<file path="src/xps_pkg.sv">
// Shared types, constants and the prefix classifier for the x86 prefix scanner.
// No dependencies.
package xps_pkg;

    localparam int MAX_PREFIXES = 15;
    localparam int DEPTH = (MAX_PREFIXES < 1) ? 1 : ((MAX_PREFIXES > 15) ? 15 : MAX_PREFIXES);
    localparam int CFG_AW = 3;

    localparam logic [1:0] MODE_64 = 2'd2;
    localparam logic [1:0] MODE_RESET = 2'd1;
    localparam logic [0:0] REG_CPU_MODE = 1'b0;

    localparam logic [2:0] GRP_LOCK_REP = 3'd0;
    localparam logic [2:0] GRP_SEGMENT = 3'd1;
    localparam logic [2:0] GRP_OPSIZE = 3'd2;
    localparam logic [2:0] GRP_ADSIZE = 3'd3;
    localparam logic [2:0] GRP_REX = 3'd4;

    typedef struct packed {
        logic [7:0] in_byte;
        logic       end_of_stream;
    } t_in_item;

    typedef struct packed {
        logic       entry_valid;
        logic [7:0] prefix_byte;
        logic [2:0] prefix_group;
        logic       is_mandatory;
        logic [3:0] pfx_total;
        logic       overflow;
        logic [7:0] next_byte;
        logic       stream_ended;
        logic       last;
    } t_out_item;

    typedef struct packed {
        logic       mand;
        logic [2:0] group;
        logic [7:0] pbyte;
    } t_entry;

    typedef struct packed {
        logic write;
        logic shift;
        logic clr_mand;
    } t_cell_ctl;

    typedef struct packed {
        logic       hit;
        logic       mand;
        logic [2:0] group;
    } t_class;

    function automatic t_class classify(input logic [7:0] b, input logic [1:0] mode);
        t_class c;
        c = '{hit: 1'b1, mand: 1'b0, group: GRP_LOCK_REP};
        unique case (b)
            8'hF0: c.group = GRP_LOCK_REP;
            8'hF2, 8'hF3: c.mand = 1'b1;
            8'h2E, 8'h36, 8'h3E, 8'h26, 8'h64, 8'h65: c.group = GRP_SEGMENT;
            8'h66: begin
                c.group = GRP_OPSIZE;
                c.mand = 1'b1;
            end
            8'h67: c.group = GRP_ADSIZE;
            default: begin
                if (mode == MODE_64 && b[7:4] == 4'h4) begin
                    c.group = GRP_REX;
                end else begin
                    c.hit = 1'b0;
                end
            end
        endcase
        return c;
    endfunction

endpackage

</file>
<file path="src/xps_cell.sv">
// One slot of the prefix store: loads a new prefix, takes its neighbor's entry
// on a shift, and drops its mandatory mark on request. Uses xps_pkg.
module xps_cell
    import xps_pkg::*;
(
    input  logic      i_clk,
    input  t_cell_ctl i_ctl,
    input  t_entry    i_wr_entry,
    input  t_entry    i_nbr_entry,
    output t_entry    o_entry
);

    t_entry r_entry;
    t_entry n_entry;

    always_comb begin
        n_entry = r_entry;
        priority if (i_ctl.write) begin
            n_entry = i_wr_entry;
        end else if (i_ctl.shift) begin
            n_entry = i_nbr_entry;
        end else if (i_ctl.clr_mand) begin
            n_entry.mand = 1'b0;
        end else begin
            n_entry = r_entry;
        end
    end

    always_ff @(posedge i_clk) begin
        r_entry <= n_entry;
    end

    assign o_entry = r_entry;

endmodule

</file>
<file path="src/x86_prefix_scanner.sv">
// Top level of the x86 prefix scanner: control, APB register and the cell row.
// Uses xps_pkg and xps_cell.
//
//  channel | direction | handshake             | payload
//  in      | input     | i_in_valid/o_in_stall | t_in_item  i_in_data
//  out     | output    | o_out_valid/i_out_stall | t_out_item o_out_data
//  cfg     | input     | APB psel/penable      | cpu_mode at byte 0
//
// A prefix byte is taken and yields no record.
// A terminating byte or end of stream starts a run of max(n,1) records, n the
// stored prefix count, one per cycle unless the output stalls, from the head cell as the row shifts.
// o_in_stall is high from that transaction until the last record is taken.
// Output stalls hold the head cell and the run registers in place.
// Synchronous reset clears count, overflow and run control; cpu_mode resets to 1.
module x86_prefix_scanner
    import xps_pkg::*;
(
    input  logic              i_clk,
    input  logic              i_rst_n,
    input  logic              i_in_valid,
    output logic              o_in_stall,
    input  t_in_item          i_in_data,
    output logic              o_out_valid,
    input  logic              i_out_stall,
    output t_out_item         o_out_data,
    input  logic              psel,
    input  logic              penable,
    input  logic              pwrite,
    input  logic [CFG_AW-1:0] paddr,
    input  logic [31:0]       pwdata,
    output logic [31:0]       prdata,
    output logic              pready
);

    logic [1:0] r_mode;
    logic [3:0] r_count;
    logic       r_ovf;
    logic       r_emit;
    logic [3:0] r_rem;
    logic [3:0] r_run_n;
    logic       r_none;
    logic       r_run_ovf;
    logic [7:0] r_next;
    logic       r_eos;

    logic   in_acc;
    logic   out_acc;
    logic   full;
    logic   is_pfx;
    t_class cls;
    t_entry wr_entry;
    t_entry cells [DEPTH];
    t_entry head;

    assign pready = 1'b1;
    assign prdata = (paddr[CFG_AW-1] == REG_CPU_MODE) ? {30'd0, r_mode} : 32'd0;

    assign o_in_stall = r_emit;
    assign in_acc = i_in_valid && !r_emit;
    assign out_acc = r_emit && !i_out_stall;
    assign cls = classify(i_in_data.in_byte, r_mode);
    assign is_pfx = cls.hit && !i_in_data.end_of_stream;
    assign full = (r_count == 4'(DEPTH));
    assign wr_entry = '{mand: cls.mand, group: cls.group, pbyte: i_in_data.in_byte};

    genvar gi;
    generate
        for (gi = 0; gi < DEPTH; gi++) begin : g_cell
            t_cell_ctl ctl;
            t_entry    nbr;
            assign ctl = '{
                write:    in_acc && is_pfx && (r_count == 4'(gi)),
                shift:    out_acc,
                clr_mand: in_acc && is_pfx && !cls.mand && (cls.group != GRP_REX)
            };
            if (gi == DEPTH - 1) begin : g_tail
                assign nbr = '0;
            end else begin : g_mid
                assign nbr = cells[gi+1];
            end
            xps_cell u_cell (
                .i_clk      (i_clk),
                .i_ctl      (ctl),
                .i_wr_entry (wr_entry),
                .i_nbr_entry(nbr),
                .o_entry    (cells[gi])
            );
        end
    endgenerate

    assign head = cells[0];

    always_ff @(posedge i_clk) begin
        if (!i_rst_n) begin
            r_mode <= MODE_RESET;
            r_count <= '0;
            r_ovf <= 1'b0;
            r_emit <= 1'b0;
            r_rem <= '0;
        end else begin
            if (psel && penable && pwrite && paddr[CFG_AW-1] == REG_CPU_MODE) begin
                r_mode <= pwdata[1:0];
            end
            if (in_acc) begin
                if (is_pfx) begin
                    if (full) begin
                        r_ovf <= 1'b1;
                    end else begin
                        r_count <= r_count + 4'd1;
                    end
                end else begin
                    r_emit <= 1'b1;
                    r_rem <= (r_count == 4'd0) ? 4'd1 : r_count;
                    r_run_n <= r_count;
                    r_none <= (r_count == 4'd0);
                    r_run_ovf <= r_ovf;
                    r_next <= i_in_data.end_of_stream ? 8'd0 : i_in_data.in_byte;
                    r_eos <= i_in_data.end_of_stream;
                    r_count <= '0;
                    r_ovf <= 1'b0;
                end
            end
            if (out_acc) begin
                r_rem <= r_rem - 4'd1;
                if (r_rem == 4'd1) begin
                    r_emit <= 1'b0;
                end
            end
        end
    end

    assign o_out_valid = r_emit;

    always_comb begin
        o_out_data.entry_valid = !r_none;
        o_out_data.prefix_byte = r_none ? 8'd0 : head.pbyte;
        o_out_data.prefix_group = r_none ? 3'd0 : head.group;
        o_out_data.is_mandatory = r_none ? 1'b0 : head.mand;
        o_out_data.pfx_total = r_run_n;
        o_out_data.overflow = r_run_ovf;
        o_out_data.next_byte = r_next;
        o_out_data.stream_ended = r_eos;
        o_out_data.last = (r_rem == 4'd1);
    end

endmodule

</file>
<file path="config.mk">
export PLATFORM = sky130hd
export DESIGN_NAME = x86_prefix_scanner
export DESIGN_NICKNAME = d
export VERILOG_FILES = /design/src/xps_pkg.sv /design/src/xps_cell.sv /design/src/x86_prefix_scanner.sv
export SDC_FILE = /design/constraint.sdc
export NUM_CORES = 1
export LEC_CHECK = 0
export ABC_AREA = 1
export BUFFER_PORTS_ARGS = -buffer_cell sky130_fd_sc_hd__buf_4
export CAP_MARGIN = 0
export CORE_MARGIN = 4
export CORE_UTILIZATION = 54
export CTS_BUF_LIST = sky130_fd_sc_hd__clkbuf_4 sky130_fd_sc_hd__clkbuf_8 sky130_fd_sc_hd__clkbuf_16
export DETAILED_ROUTE_END_ITERATION = 7
export GPL_ROUTABILITY_DRIVEN = 1
export PLACE_DENSITY_LB_ADDON = 0.25
export SKIP_LAST_GASP = 1
export SLEW_MARGIN = 10
export SYNTH_ARGS = -nofsm -noshare
export SYNTH_HDL_FRONTEND = slang
export SYNTH_SLANG_ARGS = --single-unit
</file>
<file path="constraint.sdc">
create_clock -name i_clk -period 6.3 [get_ports i_clk]
set_input_delay 1.26 -clock i_clk [delete_from_list [all_inputs] [get_ports i_clk]]
set_output_delay 1.26 -clock i_clk [all_outputs]
set_load 0.02 [all_outputs]
</file>
==> impl_summary.txt <==
----------------------------------------------------
[Critical path]
  Crit path kind ... input pin to flip-flop
  Startpoint types ... input pin
  Largest stage delay, worst path ... 510 ps
  Most common cell on crit path ... sky130_fd_sc_hd__nand2_4
  Critical path data required time ... approximately 6500 ps
  Slowest stage cell on the critical path ... sky130_fd_sc_hd__nand2_1
  Chain of cells forming the critical path ... buf_4 -> inv_4 -> nand2_4 -> inv_1 -> nand4_2 -> nand3_2 -> nand2_4 -> nor2_8 -> nand3_1 -> nand2_1
  Cell family with the largest share of critical-path delay ... simple AND/OR/NAND/NOR gates
  Max Fanout on Critical Path ... 21
  Arrival time at the worst endpoint ... 4110 ps
  Setup slack of the worst register-to-register path ... 3200 ps
  Number of buffer and inverter stages on the critical path ... 3
  Critical path capture point type ... flip-flop

[STA]
  Final number of hold-violating endpoints ... 0
  Total negative slack for setup checks ... 0 ps
  Final-report max-slew violation count ... 0
  Max Clk Rate ... around 250 MHz
  Least setup slack across all paths after layout ... 2340 ps
  Final Cycle Share ... 62.9%
  Pin slew with the least headroom to its limit ... a little under 800 ps
  Final Critical Period ... 3960 ps
  Setup repair after global routing missed its margin ... no
  Final clock skew ... 14.3 ps
  Final setup violation count ... 0
  Tightest slew margin relative to the limit ... 48.1%

[Power]
  Net Sw Frac ... 22.7%
  Reg power frac ... 52.4%
  Post-layout power ... around 3 mW
  Cell area power density ... approximately 280 mW/mm²
  Clock power frac ... 41.0%
  Combinational power share ... 6.7%
  Leakage power ... 4.24 nW
  Cell internal power dissipation ... 2.33 mW
  Worst supply voltage drop on vdd ... 264 µV
  Switching power ... 0.684 mW

[Die]
  Placeable core region ... 0.0179 mm²
  Die extent in x ... 143 µm
  Total number of placement rows ... 49
  Total Die Area ... between 0.02 and 0.025 mm²
  Initial standard-cell utilization of the core ... between 50% and 60%
  Die Y-Extent ... 143 µm
  I/O pin count ... 114

[Yosys]
  Cell accounting for the most synthesized area ... sky130_fd_sc_hd__edfxtp_1
  Synth Warn # ... 0
  Total of flip-flops plus latches after synthesis ... 207
  Xor/xnor share of the synthesized area ... less than 1%
  Number of standard cells after synthesis ... 936
  Dominant cells by area after synthesis ... sky130_fd_sc_hd__edfxtp_1 60%, sky130_fd_sc_hd__nand2_1 12%, sky130_fd_sc_hd__o21ai_2 4.8%, sky130_fd_sc_hd__buf_4 2.8%, sky130_fd_sc_hd__dfxtp_1 2.4%
  Share of the synthesized area in compound gates (AO/OA/AOI/OAI) ... a little under a tenth
  Portion of synthesized cell area occupied by the leading cell type ... 59.6%
  Main combinational cell family by area after synthesis ... simple AND/OR/NAND/NOR gates
  Post-synthesis simple-gate area fraction ... 19.6%
  Synth Area per Inst ... 10.5 µm²
  Share of the yosys chip area belonging to registers ... 62.1%
  Multiplexer area fraction after synthesis ... 0%
  Count of cell types in the netlist ... 37
  Total standard cell area after synthesis ... 0.00982 mm²
  Post-synthesis adder-cell area fraction ... less than 1%

[Drt]
  Post-detailed-route count of antenna-violating nets ... 0
  Routed wire per std cell ... about 18 µm
  Number of iterations in the first detailed-routing pass ... 5
  Met2 wire length ... ~9200 µm
  Routed met1 length ... 9260 µm
  Total via count in the routed design ... 6381
  Routed met3 length ... approximately 1800 µm
  DR vias/cell ... 5.35
  Final wirelength ... 20900 µm
  DR DRC count ... 0
  Highest routed layer ... met4
  1st-iter DRT viols ... 757

[Placement]
  Detailed-placement wirelength estimate ... between 10000 and 15000 µm
  Total placed cells including tap cells ... 1155
  Worst slack at placement ... 1800 ps
  Port Buf Inserts ... 50
  Routability congestion estimate from global placement ... approximately 0.8

[Global routing]
  First-pass GRT wire length ... 32500 µm
  Number of global-route vias before repair ... a little under 6000
  Overall fraction of global-route tracks in use ... 20.6%
  Final global-route overflow total ... 0
  Antenna violations before repair ... 0
  Maximum number of pins on one net before global-route repair ... 170

[Clocking]
  Clock latency of the later-clocked register in the worst-skew pair ... 510 ps
  Clock tree from TritonCTS ... built
  Clock H-tree levels ... 1
  Buffer cell driving the clock tree root ... sky130_fd_sc_hd__clkbuf_16
  CTS Hold Bufs ... 0
  Buffer depth of the longest clock path ... 3
  CTS-repair resized insts ... 0
  Post-CTS setup buffers ... 0
  Sinks on the clock net ... 207
  Cts bufs inserted ... 22
  Clock edge transition at the registers on the reported setup and hold paths ... roughly 70 ps

[Min path]
  Class of the worst hold path ... flip-flop to flip-flop

[Run status]
  Status ... completed

[Layout]
  Antenna diode count ... 0
  Finished Layout Cells ... 1193
  Share of post-route cells with drive strength above 1 ... 18.2%
  Total Nets Final ... 1007
  Layout overhead on the synthesized area ... 9.13%

[Run]
  Number of violations of the max-capacitance limit ... 0

----------------------------------------------------
==> power by group through the flow <==
| stage | clock [mW] | sequential (mW) | combinational [mW] |
|---|---|---|---|
| 4_1_cts | 1.25 | 1.58 | 0.202 |
| 3_5_place_dp | 0 | 1.61 | 0.201 |
| 2_1_floorplan | 0 | 1.61 | 0.152 |
| 6_report | 1.23 | 1.58 | 0.201 |
| 5_1_grt | 1.31 | 1.58 | 0.223 |
| 3_3_place_gp | 0 | 1.60 | 0.196 |
==> synthesized netlist by cell type <==
master / count
sky130_fd_sc_hd__and3_1: 1
sky130_fd_sc_hd__buf_2: 5
sky130_fd_sc_hd__xnor2_1: 2
sky130_fd_sc_hd__inv_1: 39
sky130_fd_sc_hd__nor2_4: 4
sky130_fd_sc_hd__nand4_2: 1
sky130_fd_sc_hd__conb_1: 2
sky130_fd_sc_hd__nand3_1: 36
sky130_fd_sc_hd__o211ai_1: 1
sky130_fd_sc_hd__nor2_2: 1
sky130_fd_sc_hd__nor2_8: 2
sky130_fd_sc_hd__nor2_1: 59
sky130_fd_sc_hd__o21ai_1: 23
sky130_fd_sc_hd__o21ai_0: 47
sky130_fd_sc_hd__nand2_1: 318
sky130_fd_sc_hd__o31ai_1: 1
sky130_fd_sc_hd__nand3_2: 5
sky130_fd_sc_hd__buf_6: 13
sky130_fd_sc_hd__nand3_4: 6
sky130_fd_sc_hd__buf_12: 1
sky130_fd_sc_hd__dfxtp_1: 12
sky130_fd_sc_hd__nand4_1: 1
sky130_fd_sc_hd__buf_1: 2
sky130_fd_sc_hd__clkinv_1: 1
sky130_fd_sc_hd__inv_4: 2
sky130_fd_sc_hd__o21a_1: 1
sky130_fd_sc_hd__o21ai_2: 54
sky130_fd_sc_hd__xor2_1: 2
sky130_fd_sc_hd__edfxtp_1: 195
sky130_fd_sc_hd__a21oi_1: 10
sky130_fd_sc_hd__ha_1: 6
sky130_fd_sc_hd__clkbuf_1: 35
sky130_fd_sc_hd__nor3_1: 1
sky130_fd_sc_hd__nand3b_1: 1
sky130_fd_sc_hd__inv_2: 5
sky130_fd_sc_hd__buf_4: 37
sky130_fd_sc_hd__nand2_4: 4
==> cell usage in the layout (no fill, tap or decap), drive strengths merged, types with 6 or more instances in the layout <==
master / instances
nand2: 322
edfxtp: 195
o21ai: 124
nor2: 66
buf: 54
nand3: 47
inv: 46
conb: 31
clkbuf: 30
dfxtp: 12
a21oi: 10
clkinv: 9
ha: 6
==> state kept, by name, summed over array words and instances (netlist names) <==
| signal | flops |
|---|---|
| g_cell.u_cell.o_entry | 180 |
| o_in_stall | 1 |
| r_count | 4 |
| r_eos | 1 |
| r_mode | 2 |
| r_next | 8 |
| r_none | 1 |
| r_ovf | 1 |
| r_rem | 4 |
| r_run_n | 4 |
| r_run_ovf | 1 |
==> logic make-up after synthesis <==
group / after synthesis
and+or+nand+nor: 440
other: 2
xor gates and xnor gates: 4
buffers and inverters: 140
AOI/OAI and AO/OA: 137
DFF: 207
adders and majority gates: 6
==> through the flow <==
step	utilization (%)	hold slack [ps]	instance area, µm²
final	59.9	442	10700
after global routing	59.9	465	10700
after detailed placement	56.1	429	10000
after floorplan	-	403	9930
after CTS	59.9	447	10700
after global placement	56.1	424	10000
==> final cells by class <==
type / instances / area, µm²
tap: 229 / 287
clock buffer: 30 / 647
clock inverter: 8 / 37.5
multi-input combinational: 618 / 3050
fill: 1428 / 7180
sequential: 207 / 6100
timing repair buffer: 54 / 418
inverter: 47 / 181
==> metal layers <==
layer  GRT usage (%)  vias up
li1                -     3105
met1            30.0     2975
met2            31.5      255
met3            4.09       46
met4            6.50        0
met5               0        -
==> path summary, 6_finish.rpt <==
kind | start | to | cells after the start
setup / recovery | i_in_data[8] | g_cell[5].u_cell.o_entry[4] | 10
setup reg to reg | r_mode[0] | g_cell[5].u_cell.o_entry[4] | 7
hold reg to reg | r_ovf | r_run_ovf | 0
hold / removal | r_ovf | r_run_ovf | 0
No activity file was read; power rests on OpenSTA's default activity.
